<file path="src/rtl/core/mer_pkg.sv">
// Shared constants and types for the midpoint ellipse rasteriser.
package mer_pkg;

    localparam int COORD_BITS_DEF  = 12;
    localparam int RADIUS_BITS_DEF = 10;

    localparam logic CMD_START = 1'b0;
    localparam logic CMD_NEXT  = 1'b1;

    typedef struct packed {
        logic req;
        logic pts_valid;
        logic last;
    } mer_emit_t;

endpackage

</file>
<file path="src/rtl/core/mer_mul.sv">
// Shared unsigned multiplier with a registered product.
module mer_mul
    import mer_pkg::*;
#(
    parameter int A_W = 22
)
(
    input  logic               clk,
    input  logic [A_W-1:0]     op_a,
    input  logic [A_W-1:0]     op_b,
    output logic [2*A_W-1:0]   prod
);

    logic [2*A_W-1:0] prod_reg;
    logic [2*A_W-1:0] prod_next;

    assign prod_next = (2*A_W)'(op_a) * (2*A_W)'(op_b);

    always_ff @(posedge clk)
    begin
        prod_reg <= prod_next;
    end

    assign prod = prod_reg;

endmodule

</file>
<file path="src/rtl/core/mer_core.sv">
// Sequencer and walk registers of the midpoint ellipse rasteriser.
module mer_core
    import mer_pkg::*;
#(
    parameter int COORD_BITS  = COORD_BITS_DEF,
    parameter int RADIUS_BITS = RADIUS_BITS_DEF
)
(
    input  logic                   clk,
    input  logic                   rst_n,
    input  logic                   start,
    input  logic                   cmd,
    input  logic [COORD_BITS-1:0]  cx_in,
    input  logic [COORD_BITS-1:0]  cy_in,
    input  logic [RADIUS_BITS-1:0] rx_in,
    input  logic [RADIUS_BITS-1:0] ry_in,
    input  logic                   slot_free,
    output logic                   ready,
    output mer_emit_t              emit,
    output logic [RADIUS_BITS-1:0] step_x,
    output logic [RADIUS_BITS-1:0] step_y,
    output logic [COORD_BITS-1:0]  held_cx,
    output logic [COORD_BITS-1:0]  held_cy
);

    localparam int R     = RADIUS_BITS;
    localparam int SQ_W  = 2 * R;
    localparam int MA_W  = 2 * R + 2;
    localparam int P_W   = 2 * MA_W;
    localparam int DXY_W = 3 * R + 1;
    localparam int D_W   = 4 * R + 8;

    localparam logic [1:0] PH_IDLE = 2'd0;
    localparam logic [1:0] PH_R1   = 2'd1;
    localparam logic [1:0] PH_R2   = 2'd2;

    localparam logic [4:0] S_IDLE   = 5'd0;
    localparam logic [4:0] S_ST1    = 5'd1;
    localparam logic [4:0] S_ST2    = 5'd2;
    localparam logic [4:0] S_ST3    = 5'd3;
    localparam logic [4:0] S_ST4    = 5'd4;
    localparam logic [4:0] S_R2_0   = 5'd5;
    localparam logic [4:0] S_R2_1   = 5'd6;
    localparam logic [4:0] S_R2_2   = 5'd7;
    localparam logic [4:0] S_R2_3   = 5'd8;
    localparam logic [4:0] S_R2_4   = 5'd9;
    localparam logic [4:0] S_R2_5   = 5'd10;
    localparam logic [4:0] S_N1_0   = 5'd11;
    localparam logic [4:0] S_N1_1   = 5'd12;
    localparam logic [4:0] S_N1_2   = 5'd13;
    localparam logic [4:0] S_N1_3   = 5'd14;
    localparam logic [4:0] S_N2_0   = 5'd15;
    localparam logic [4:0] S_N2_1   = 5'd16;
    localparam logic [4:0] S_N2_2   = 5'd17;
    localparam logic [4:0] S_N2_3   = 5'd18;
    localparam logic [4:0] S_SETTLE = 5'd19;
    localparam logic [4:0] S_EMIT   = 5'd20;

    // control state
    logic [4:0] state_reg, state_next;
    logic [1:0] phase_reg, phase_next;
    logic       pv_reg, pv_next;
    logic       last_reg, last_next;

    // walk registers
    logic [R-1:0]            x_reg, x_next;
    logic [R-1:0]            y_reg, y_next;
    logic [COORD_BITS-1:0]   cx_reg, cx_next;
    logic [COORD_BITS-1:0]   cy_reg, cy_next;
    logic [SQ_W-1:0]         rx_sq_reg, rx_sq_next;
    logic [SQ_W-1:0]         ry_sq_reg, ry_sq_next;
    logic [DXY_W-1:0]        dx_reg, dx_next;
    logic [DXY_W-1:0]        dy_reg, dy_next;
    logic signed [D_W-1:0]   d_reg, d_next;
    logic [MA_W-1:0]         t_reg, t_next;
    logic                    flag_reg, flag_next;

    logic [MA_W-1:0]       mul_a, mul_b;
    logic [P_W-1:0]        prod;
    logic signed [D_W-1:0] prod4;
    logic signed [D_W-1:0] rx_sq4;
    logic signed [D_W-1:0] ry_sq4;
    logic signed [D_W-1:0] dx4;
    logic signed [D_W-1:0] dy4;
    logic [DXY_W-1:0]      rx_sq2;
    logic [DXY_W-1:0]      ry_sq2;
    logic [R-1:0]          y_dec;

    mer_mul #(
        .A_W (MA_W)
    ) u_mul (
        .clk  (clk),
        .op_a (mul_a),
        .op_b (mul_b),
        .prod (prod)
    );

    assign prod4  = D_W'(prod) <<< 2;
    assign rx_sq4 = D_W'(rx_sq_reg) <<< 2;
    assign ry_sq4 = D_W'(ry_sq_reg) <<< 2;
    assign dx4    = D_W'(dx_reg) <<< 2;
    assign dy4    = D_W'(dy_reg) <<< 2;
    assign rx_sq2 = DXY_W'({rx_sq_reg, 1'b0});
    assign ry_sq2 = DXY_W'({ry_sq_reg, 1'b0});
    assign y_dec  = y_reg - 1'b1;

    // Operand selection for the shared multiplier; the product is registered and taken in the state that follows.
    always_comb
    begin
        mul_a = '0;
        mul_b = '0;
        case (state_reg)
            S_IDLE:
            begin
                mul_a = MA_W'(rx_in);
                mul_b = MA_W'(rx_in);
            end
            S_ST1:
            begin
                mul_a = MA_W'(y_reg);
                mul_b = MA_W'(y_reg);
            end
            S_ST2:
            begin
                mul_a = MA_W'(rx_sq_reg);
                mul_b = MA_W'(y_reg);
            end
            S_R2_0:
            begin
                mul_a = MA_W'({x_reg, 1'b1});
                mul_b = MA_W'({x_reg, 1'b1});
            end
            S_R2_1:
            begin
                mul_a = MA_W'(y_dec);
                mul_b = MA_W'(y_dec);
            end
            S_R2_2:
            begin
                mul_a = MA_W'(ry_sq_reg);
                mul_b = t_reg;
            end
            S_R2_3:
            begin
                mul_a = MA_W'(rx_sq_reg);
                mul_b = t_reg;
            end
            S_R2_4:
            begin
                mul_a = MA_W'(rx_sq_reg);
                mul_b = MA_W'(ry_sq_reg);
            end
            default:
            begin
                mul_a = '0;
                mul_b = '0;
            end
        endcase
    end

    always_comb
    begin
        state_next = state_reg;
        phase_next = phase_reg;
        pv_next    = pv_reg;
        last_next  = last_reg;
        x_next     = x_reg;
        y_next     = y_reg;
        cx_next    = cx_reg;
        cy_next    = cy_reg;
        rx_sq_next = rx_sq_reg;
        ry_sq_next = ry_sq_reg;
        dx_next    = dx_reg;
        dy_next    = dy_reg;
        d_next     = d_reg;
        t_next     = t_reg;
        flag_next  = flag_reg;
        case (state_reg)
            S_IDLE:
            begin
                if (start)
                begin
                    if (cmd == CMD_START)
                    begin
                        cx_next    = cx_in;
                        cy_next    = cy_in;
                        x_next     = '0;
                        y_next     = ry_in;
                        dx_next    = '0;
                        phase_next = PH_R1;
                        state_next = S_ST1;
                    end
                    else if (phase_reg == PH_R1)
                    begin
                        state_next = S_N1_0;
                    end
                    else if (phase_reg == PH_R2)
                    begin
                        state_next = S_N2_0;
                    end
                    else
                    begin
                        pv_next    = 1'b0;
                        last_next  = 1'b0;
                        state_next = S_EMIT;
                    end
                end
            end
            S_ST1:
            begin
                rx_sq_next = prod[SQ_W-1:0];
                state_next = S_ST2;
            end
            S_ST2:
            begin
                ry_sq_next = prod[SQ_W-1:0];
                state_next = S_ST3;
            end
            S_ST3:
            begin
                dy_next    = DXY_W'({prod, 1'b0});
                d_next     = D_W'(rx_sq_reg) - prod4;
                state_next = S_ST4;
            end
            S_ST4:
            begin
                d_next     = d_reg + ry_sq4;
                state_next = S_SETTLE;
            end
            S_R2_0:
            begin
                state_next = S_R2_1;
            end
            S_R2_1:
            begin
                t_next     = prod[MA_W-1:0];
                state_next = S_R2_2;
            end
            S_R2_2:
            begin
                t_next     = prod[MA_W-1:0];
                state_next = S_R2_3;
            end
            S_R2_3:
            begin
                d_next     = D_W'(prod);
                state_next = S_R2_4;
            end
            S_R2_4:
            begin
                d_next     = d_reg + prod4;
                state_next = S_R2_5;
            end
            S_R2_5:
            begin
                d_next     = d_reg - prod4;
                pv_next    = 1'b1;
                last_next  = 1'b0;
                state_next = S_EMIT;
            end
            S_N1_0:
            begin
                flag_next  = d_reg[D_W-1];
                x_next     = x_reg + 1'b1;
                dx_next    = dx_reg + ry_sq2;
                state_next = S_N1_1;
            end
            S_N1_1:
            begin
                d_next = d_reg + dx4;
                if (!flag_reg)
                begin
                    y_next  = y_dec;
                    dy_next = dy_reg - rx_sq2;
                end
                state_next = S_N1_2;
            end
            S_N1_2:
            begin
                d_next     = d_reg + ry_sq4;
                state_next = flag_reg ? S_SETTLE : S_N1_3;
            end
            S_N1_3:
            begin
                d_next     = d_reg - dy4;
                state_next = S_SETTLE;
            end
            S_N2_0:
            begin
                flag_next  = !d_reg[D_W-1] && (d_reg != '0);
                y_next     = y_dec;
                dy_next    = dy_reg - rx_sq2;
                state_next = S_N2_1;
            end
            S_N2_1:
            begin
                d_next = d_reg + rx_sq4;
                if (!flag_reg)
                begin
                    x_next  = x_reg + 1'b1;
                    dx_next = dx_reg + ry_sq2;
                end
                state_next = S_N2_2;
            end
            S_N2_2:
            begin
                d_next     = d_reg - dy4;
                state_next = flag_reg ? S_SETTLE : S_N2_3;
            end
            S_N2_3:
            begin
                d_next     = d_reg + dx4;
                state_next = S_SETTLE;
            end
            S_SETTLE:
            begin
                // Region 1 ends once the slope reaches one, i.e. 2ry^2x no longer below 2rx^2y.
                pv_next    = 1'b1;
                last_next  = 1'b0;
                state_next = S_EMIT;
                if (phase_reg == PH_R1 && !(dx_reg < dy_reg))
                begin
                    if (y_reg != '0)
                    begin
                        phase_next = PH_R2;
                        state_next = S_R2_0;
                    end
                    else
                    begin
                        phase_next = PH_IDLE;
                        last_next  = 1'b1;
                    end
                end
                else if (phase_reg == PH_R2 && y_reg == '0)
                begin
                    phase_next = PH_IDLE;
                    last_next  = 1'b1;
                end
            end
            S_EMIT:
            begin
                if (slot_free)
                begin
                    state_next = S_IDLE;
                end
            end
            default:
            begin
                state_next = S_IDLE;
            end
        endcase
    end

    always_ff @(posedge clk or negedge rst_n)
    begin
        if (!rst_n)
        begin
            state_reg <= S_IDLE;
            phase_reg <= PH_IDLE;
            pv_reg    <= 1'b0;
            last_reg  <= 1'b0;
        end
        else
        begin
            state_reg <= state_next;
            phase_reg <= phase_next;
            pv_reg    <= pv_next;
            last_reg  <= last_next;
        end
    end

    always_ff @(posedge clk)
    begin
        x_reg     <= x_next;
        y_reg     <= y_next;
        cx_reg    <= cx_next;
        cy_reg    <= cy_next;
        rx_sq_reg <= rx_sq_next;
        ry_sq_reg <= ry_sq_next;
        dx_reg    <= dx_next;
        dy_reg    <= dy_next;
        d_reg     <= d_next;
        t_reg     <= t_next;
        flag_reg  <= flag_next;
    end

    assign ready          = (state_reg == S_IDLE);
    assign emit.req       = (state_reg == S_EMIT);
    assign emit.pts_valid = pv_reg;
    assign emit.last      = last_reg;
    assign step_x         = x_reg;
    assign step_y         = y_reg;
    assign held_cx        = cx_reg;
    assign held_cy        = cy_reg;

endmodule

</file>
<file path="src/rtl/core/midpoint_ellipse_raster.sv">
// Top level of the midpoint ellipse rasteriser: stream ports, output register, point sums.
//
// Channel   Direction  Handshake          Payload
// s_        in         s_tvalid/s_tready  s_tuser command, s_tdata centre and radii
// m_        out        m_tvalid/m_tready  m_tdata four points, m_tuser valid, m_tlast last set
//
// A start item passes the set-up states S_ST1 to S_ST4 and S_SETTLE, a next item the step
// states of its region and S_SETTLE; with no ellipse loaded a next item goes straight to
// S_EMIT. Entering region 2 adds states S_R2_0 to S_R2_5. The shared multiplier and the
// single decision accumulator, used one operation per cycle, set this sequence of states.
// Reset is asynchronous and active low and leaves the block idle with no ellipse loaded.
// A finished result waits in the emit state until the output register is free or being taken.
module midpoint_ellipse_raster
    import mer_pkg::*;
#(
    parameter int COORD_BITS  = COORD_BITS_DEF,
    parameter int RADIUS_BITS = RADIUS_BITS_DEF
)
(
    input  logic clk,
    input  logic rst_n,
    input  logic s_tvalid,
    output logic s_tready,
    // center_x, center_y, radius_x, radius_y
    input  logic [((2*COORD_BITS+2*RADIUS_BITS+7)/8)*8-1:0] s_tdata,
    // command
    input  logic s_tuser,
    output logic m_tvalid,
    input  logic m_tready,
    // pt0_x, pt0_y, pt1_x, pt1_y, pt2_x, pt2_y, pt3_x, pt3_y
    output logic [((8*(COORD_BITS+1)+7)/8)*8-1:0] m_tdata,
    // points_valid
    output logic m_tuser,
    // final_set
    output logic m_tlast
);

    localparam int C     = COORD_BITS;
    localparam int R     = RADIUS_BITS;
    localparam int O_W   = C + 1;
    localparam int S_W   = ((C > R) ? C : R) + 2;
    localparam int OUT_W = ((8*O_W+7)/8)*8;

    logic            start;
    logic            core_ready;
    logic            slot_free;
    logic            load;
    mer_emit_t       emit;
    logic [R-1:0]    step_x, step_y;
    logic [C-1:0]    held_cx, held_cy;

    logic signed [S_W-1:0] cx_e, cy_e, x_e, y_e;
    logic [O_W-1:0]        px, mx, py, my;
    logic [OUT_W-1:0]      pts;

    logic             valid_reg, valid_next;
    logic             last_reg, last_next;
    logic             user_reg, user_next;
    logic [OUT_W-1:0] data_reg, data_next;

    assign start = s_tvalid && core_ready;

    mer_core #(
        .COORD_BITS  (COORD_BITS),
        .RADIUS_BITS (RADIUS_BITS)
    ) u_core (
        .clk       (clk),
        .rst_n     (rst_n),
        .start     (start),
        .cmd       (s_tuser),
        .cx_in     (s_tdata[C-1:0]),
        .cy_in     (s_tdata[2*C-1:C]),
        .rx_in     (s_tdata[2*C+R-1:2*C]),
        .ry_in     (s_tdata[2*C+2*R-1:2*C+R]),
        .slot_free (slot_free),
        .ready     (core_ready),
        .emit      (emit),
        .step_x    (step_x),
        .step_y    (step_y),
        .held_cx   (held_cx),
        .held_cy   (held_cy)
    );

    assign cx_e = S_W'(signed'(held_cx));
    assign cy_e = S_W'(signed'(held_cy));
    assign x_e  = signed'(S_W'(step_x));
    assign y_e  = signed'(S_W'(step_y));

    // Coordinates wrap to the output width.
    assign px = O_W'(cx_e + x_e);
    assign mx = O_W'(cx_e - x_e);
    assign py = O_W'(cy_e + y_e);
    assign my = O_W'(cy_e - y_e);

    assign pts = OUT_W'({my, mx, py, mx, my, px, py, px});

    assign slot_free = !valid_reg || m_tready;
    assign load      = emit.req && slot_free;

    always_comb
    begin
        valid_next = valid_reg;
        last_next  = last_reg;
        user_next  = user_reg;
        data_next  = data_reg;
        if (load)
        begin
            valid_next = 1'b1;
            user_next  = emit.pts_valid;
            last_next  = emit.pts_valid && emit.last;
            data_next  = emit.pts_valid ? pts : '0;
        end
        else if (m_tready)
        begin
            valid_next = 1'b0;
        end
    end

    always_ff @(posedge clk or negedge rst_n)
    begin
        if (!rst_n)
        begin
            valid_reg <= 1'b0;
        end
        else
        begin
            valid_reg <= valid_next;
        end
    end

    always_ff @(posedge clk)
    begin
        last_reg <= last_next;
        user_reg <= user_next;
        data_reg <= data_next;
    end

    assign s_tready = core_ready;
    assign m_tvalid = valid_reg;
    assign m_tdata  = data_reg;
    assign m_tuser  = user_reg;
    assign m_tlast  = last_reg;

endmodule

</file>
<file path="config.mk">
export PLATFORM = sky130hd
export DESIGN_NAME = midpoint_ellipse_raster
export DESIGN_NICKNAME = d
export VERILOG_FILES = /design/src/rtl/core/mer_pkg.sv /design/src/rtl/core/mer_mul.sv /design/src/rtl/core/mer_core.sv /design/src/rtl/core/midpoint_ellipse_raster.sv
export SDC_FILE = /design/constraint.sdc
export NUM_CORES = 2
export LEC_CHECK = 0
export ABC_AREA = 1
export BUFFER_PORTS_ARGS = -buffer_cell sky130_fd_sc_hd__buf_2
export CAP_MARGIN = 25
export CORE_MARGIN = 10
export CORE_UTILIZATION = 40
export DETAILED_ROUTE_END_ITERATION = 10
export GPL_ROUTABILITY_DRIVEN = 0
export PLACE_DENSITY = 0.54
export SYNTH_ARGS = -nofsm -noshare
export SYNTH_HDL_FRONTEND = slang
export SYNTH_SLANG_ARGS = --single-unit
export TNS_END_PERCENT = 10
</file>
<file path="constraint.sdc">
create_clock -name clk -period 22.6 [get_ports clk]
set_input_delay 2.26 -clock clk [delete_from_list [all_inputs] [get_ports clk]]
set_output_delay 2.26 -clock clk [all_outputs]
set_load 0.02 [all_outputs]
</file>
# Yosys cells after proc, flatten, opt, wreduce, memory -nomap -nowiden

Index checks and enable logic that the tools add are counted.

Flip-flop bits (word level): 377
Bits of input ports: 53
Output and inout port bits: 108

Multiply operators: 1
Reductions and logical operators: 40
Bitwise logic cells: 1
Eq/ne operators: 31
Muxes and demuxes: 45
Order comparisons: 1
Add/sub/neg operators: 15

Operators by type and width:

| operator                                                               | number |
|---|---|
| 48-bit one-hot mux with 8 select lines                                 | 1 |
| 31-bit one-hot mux with 3 select lines                                 | 2 |
| 22-bit one-hot mux with 6 select lines                                 | 1 |
| 31-bit two-way mux                                                     | 4 |
| 20-bit one-hot mux with 6 select lines                                 | 1 |
| 48-bit by 23-bit adder with 48-bit output                              | 2 |
| 5-bit one-hot mux with 19 select lines                                 | 1 |
| 10-bit two-way mux                                                     | 6 |
| 10-bit one-hot mux with 3 select lines                                 | 2 |
| 48-bit by 34-bit adder with 48-bit output                              | 1 |
| 48-bit by 47-bit adder with 48-bit output                              | 1 |
| 48-bit nonzero test                                                    | 1 |
| 48-bit by 34-bit subtractor with 48-bit output                         | 1 |
| 48-bit by 47-bit subtractor with 48-bit output                         | 1 |
| 20-bit by 46-bit subtractor with 47-bit output                         | 1 |
| 20-bit by 22-bit multiplier with 42-bit output                         | 1 |
| 5-bit by 4-bit equality test with 1-bit output (second input constant) | 8 |
| 5-bit two-way mux                                                      | 8 |
| 31-bit by 21-bit adder with 31-bit output                              | 1 |
| 31-bit less-than comparator                                            | 1 |
| 31-bit by 21-bit subtractor with 31-bit output                         | 1 |
| 12-bit by 11-bit adder with 13-bit output                              | 2 |
| 12-bit by 11-bit subtractor with 13-bit output                         | 2 |
| 5-bit equality test (second input constant)                            | 5 |
| other kinds (30)                                                       | 79 |

# Depth between registers and ports, before layout

Depth in word-level cells: 6
Depth in mapped cells: 38
Depth with buffers taken out: 37

# Modules after synthesis

A second synthesis with hierarchy kept.

Cell total of the unflattened synthesis: 6528
Area total of the unflattened synthesis: 45057.0 um2

Modules (own cells, without submodules):

| module                  | cells an instance | area each (um2) | sequential area each (um2) | instances |
|---|---|---|---|---|
| mer_core                | 3527              | 22510.3         | 6681.4                     | 1 |
| mer_mul                 | 2359              | 17750.8         | 880.8                      | 1 |
| midpoint_ellipse_raster | 642               | 4795.8          | 1586.5                     | 1 |

# Worst setup path after synthesis

OpenSTA, ideal clock, no wires.

Kind: input port to flip-flop
Start: in s_tdata[30]
End: reg u_core.u_mul.prod_reg[23] (netlist: u_core.u_mul.prod[23])
Data arrival time: 8050 ps
Required time: 22477 ps
Setup time: 123 ps
Setup slack: 14427 ps
Cell stages on the path: 25
Cells stage by stage: nand2_1 o221ai_1 nor3_2 buf_2 nor2_1 fa_1 fa_1 inv_1 fa_1 inv_1 fa_1 inv_1 fa_1 inv_1 fa_1 inv_1 fa_1 inv_1 ha_1 nand2_1 nor2_1 nand2_1 o21ai_0 a21oi_1 xor2_1

Word-level cells in the longest chain between the ends: 2
Elaborated cells between the ends (all ways): 3
Classes of those cells: mul: 1; mux: 2

Ends and longest elaborated chain:

| item                                                                                             | RTL line                      | RTL |
|---|---|---|
| from (decl)                                                                                      | midpoint_ellipse_raster.sv:25 | `input logic [((2*COORD_BITS+2*RADIUS_BITS+7)/8)*8-1:0] s_tdata,` |
| 20-bit one-hot mux with 6 select lines or 22-bit one-hot mux with 6 select lines (tied branches) | mer_core.sv:112               | `case (state_reg)` |
| 20-bit by 22-bit multiplier with 42-bit output (*)                                               | mer_mul.sv:17                 | `assign prod_next = (2*A_W)'(op_a) * (2*A_W)'(op_b);` |
| via u_core.u_mul.prod_next[23]                                                                   | mer_mul.sv:15                 | `logic [2*A_W-1:0] prod_next;` |
| to (signal assigned)                                                                             | mer_mul.sv:21                 | `prod_reg <= prod_next;` |
| to (decl)                                                                                        | mer_mul.sv:14                 | `logic [2*A_W-1:0] prod_reg;` |

The timed path passes the listed nets; every way through them passes the cells marked *.
A chain may end at the register's enable or synchronous reset.

# Final worst setup path

Start: reg u_core.state_reg[0]
End: reg u_core.u_mul.prod_reg[39] (netlist: u_core.u_mul.prod[39])

Word-level cells in the longest chain between the ends: 4
Elaborated cells between the ends (all ways): 14
Classes of those cells: mul: 1; eq/ne: 7; mux: 2; reduce/logical: 4

Ends and longest elaborated chain:

| item                                                                                             | RTL line        | RTL |
|---|---|---|
| from (decl)                                                                                      | mer_core.sv:60  | `logic [4:0] state_reg, state_next;` |
| from (signal assigned)                                                                           | mer_core.sv:365 | `state_reg <= state_next;` |
| 5-bit by 2-bit equality test with 1-bit output (tied with other cells)                           | mer_core.sv:112 |  |
| 3-bit OR reduction (no source line) or 2-bit OR reduction (tied branches)                        | -               |  |
| 20-bit one-hot mux with 6 select lines or 22-bit one-hot mux with 6 select lines (tied branches) | mer_core.sv:112 |  |
| 20-bit by 22-bit multiplier with 42-bit output (*)                                               | mer_mul.sv:17   |  |
| via u_core.u_mul.prod_next[39]                                                                   | mer_mul.sv:15   |  |

Marks and branches as above.

==> impl_results.md <==
* I/O Pins at 161
* Most frequent cells in the layout: nand2_1, inv_1, nor2_1
* Post-synthesis register bit count at 319
* Cell mode on critical path: fa_1
* Req. time, crit path at 23.02 ns
* DIE AREA at 120000 sq um
* Worst reg2reg path depth at 30
* DRT antenna net count at 0
* Clock-pin slew on the worst setup and hold paths at 0.06 ns
* FFs w/ async S/R, synth at 3.13%
* Post-synth top flop: edfxtp_1
* DRT Pass-1 Iters at 6
* Syn_area_per_cell at 7.05 sq um
* Die height at 346 um
* Commonest non-fill, non-tap cell in the layout: nand2_1
* Fin crit period at 9.33 ns
* Dpl hpwl at 133 mm
* Worst slew margin at 25.7%
* Gr usage total at 26.6%
* RSZ-0062 raised after global routing: false
* EDFF count, synth at 267
* Worst-Skew Late Latency at 0.60 ns
* Crit path DAT at 9.75 ns
* Vias at 40400
* Post-synthesis cell count at 6035
* Row count at 119
* P&R area growth vs syn at 7.66%
* Final TNS setup at 0 ns
* Syn nets at 6782
* Port buffer count at 156
* Core ar. at 105000 sq um
* Slowest-stage cell, CP: inv_1
* Worst path max stage delay at 0.82 ns
* Iter 0 DRT Violations at 3961
* DRC violations left at 0
* Fin crit share at 41.3%
* WL final at 163 mm
* TritonCTS Sinks at 319
* Cts bufs inserted at 37
* Post-CTS Setup Bufs at 0
* Resized Gates After CTS at 0
* Initial antenna violation count at 3
* Sequential fraction of the synthesis area at 21.4%
* Worst min path class: reg2reg
* Wire per inst at 21.7 um
* Remaining global-route overflow at 0
* Max Clk Rate at 107 MHz
* Max Cap Viol at 0
* Final hold vios at 0
* # setup viols final at 0
* Final Max Slew Viols at 0
* Post-CTS Hold Buffers at 0
* Run status: finished, final reports clean
* Top cells by area, synth: edfxtp_1, fa_1, nand2_1
* Via density at 5.37
* Leading area contributor after synthesis: edfxtp_1
* Die Span X at 346 um
* Synth top area share at 18.9%
* TritonCTS clock tree: done
* Worst-path fanout max at 23
* Root buf cell: clkbuf_16
* Clock Skews at 0.0226 ns
* CTS HTree Levels at 2
* Largest register FFs at 50
* First-pass GRT wire length at 245 mm
* Synth warn at 0
* Netlist cell types at 57
* Maximum root-to-sink buffer count at 3
* Vias in the first global route at 39700
* Kind of critical path: reg2reg
* Worst-margin pin slew at 1.11 ns
* Largest net degree at the start of global routing at 53
* Worst Setup End Kind: flop
* Final net count at 6851
* Synthesized cell area at 42500 sq um
* Startpoint Class: flop
* Hold Path Stages at 2
* Share of layout cells above drive strength 1 at 6.05%
* Starting density of the core at 40.3%
-- cell families after synthesis --
family	count (synthesis)	share of synthesized area (%)
and+or+nand+nor	2848	27.6
buffers and inverters	1368	12.8
AOI/OAI and AO/OA	725	9.64
adders and majority gates	694	26.8
DFF	319	21.4
xor gates and xnor gates	81	1.67
-- final cells by class --
cell class / count / area, sq um
multi-input cells: 4348 / 28000
flip-flops and latches: 319 / 9110
fillers: 11200 / 59600
diodes: 2 / 5.00
repair buffers: 198 / 1160
clock buffers: 46 / 1000
clock inverters: 18 / 230
inverters: 1200 / 4500
well taps: 1391 / 1740
-- synthesized netlist by cell type, drive strengths merged (13+ instances only) --
library cell  number
o21bai            27
a31oi             18
a21oi            293
xor2              54
ha               330
nor3              63
clkbuf            42
nand3            345
nor2             663
or2               13
o21ai            272
dfxtp             42
o22ai             16
nand2           1632
inv             1195
o211ai            18
fa               364
nand4             83
buf              126
nor4              19
a22oi             25
nand3b            21
edfxtp           267
xnor2             27
-- metal layers --
| layer | track usage [%] | wire length, um | vias up |
|---|---|---|---|
| met3 | 4.23 | 13700 | 383 |
| met4 | 13.4 | 9510 | 0 |
| met5 | 0 | 0 | - |
| met1 | 34.5 | 67300 | 19200 |
| li1 | - | - | 19100 |
| met2 | 42.9 | 72800 | 1785 |
-- critical path, delay by kind of cell (launching register included) --
kind / cells / cell delay, ns
compound gates: 4 / 1.04
flops: 1 / 0.46
simple gates: 10 / 1.88
fa+ha+maj: 8 / 4.05
buf+inv: 8 / 1.69
-- metrics by stage --
step	util [%]	area, sq um	hold slack, ns	worst slack [ns]	std cells
2_1_floorplan	-	42500	0.441	14.43	6035
3_3_place_gp	42.2	44500	0.473	12.84	7452
5_1_grt	43.4	45800	0.535	12.86	7520
4_1_cts	43.4	45700	0.496	13.32	7518
6_report	43.4	45800	0.490	13.27	7522
3_5_place_dp	42.2	44500	0.480	12.80	7454
-- worst paths after layout --
kind / startpoint / end / slack (ns)
setup / recovery: u_core.state_reg[0]$_DFFE_PN0P_ / u_core.u_mul.prod[39]$_DFF_P_ / 13.27
hold / removal: u_core.last_reg$_DFFE_PN0P_ / u_core.last_reg$_DFFE_PN0P_ / 0.49
setup reg to reg: u_core.state_reg[0]$_DFFE_PN0P_ / u_core.u_mul.prod[39]$_DFF_P_ / 13.27
hold reg to reg: u_core.last_reg$_DFFE_PN0P_ / u_core.last_reg$_DFFE_PN0P_ / 0.49
max in group asynchronous: rst_n / m_tvalid$_DFFE_PN0P_ / 20.90
min in group asynchronous: rst_n / u_core.state_reg[3]$_DFFE_PN0P_ / 1.51
Power is not shown: default switching activity piles up to over one toggle a cycle in this logic, so the estimate is an artifact.
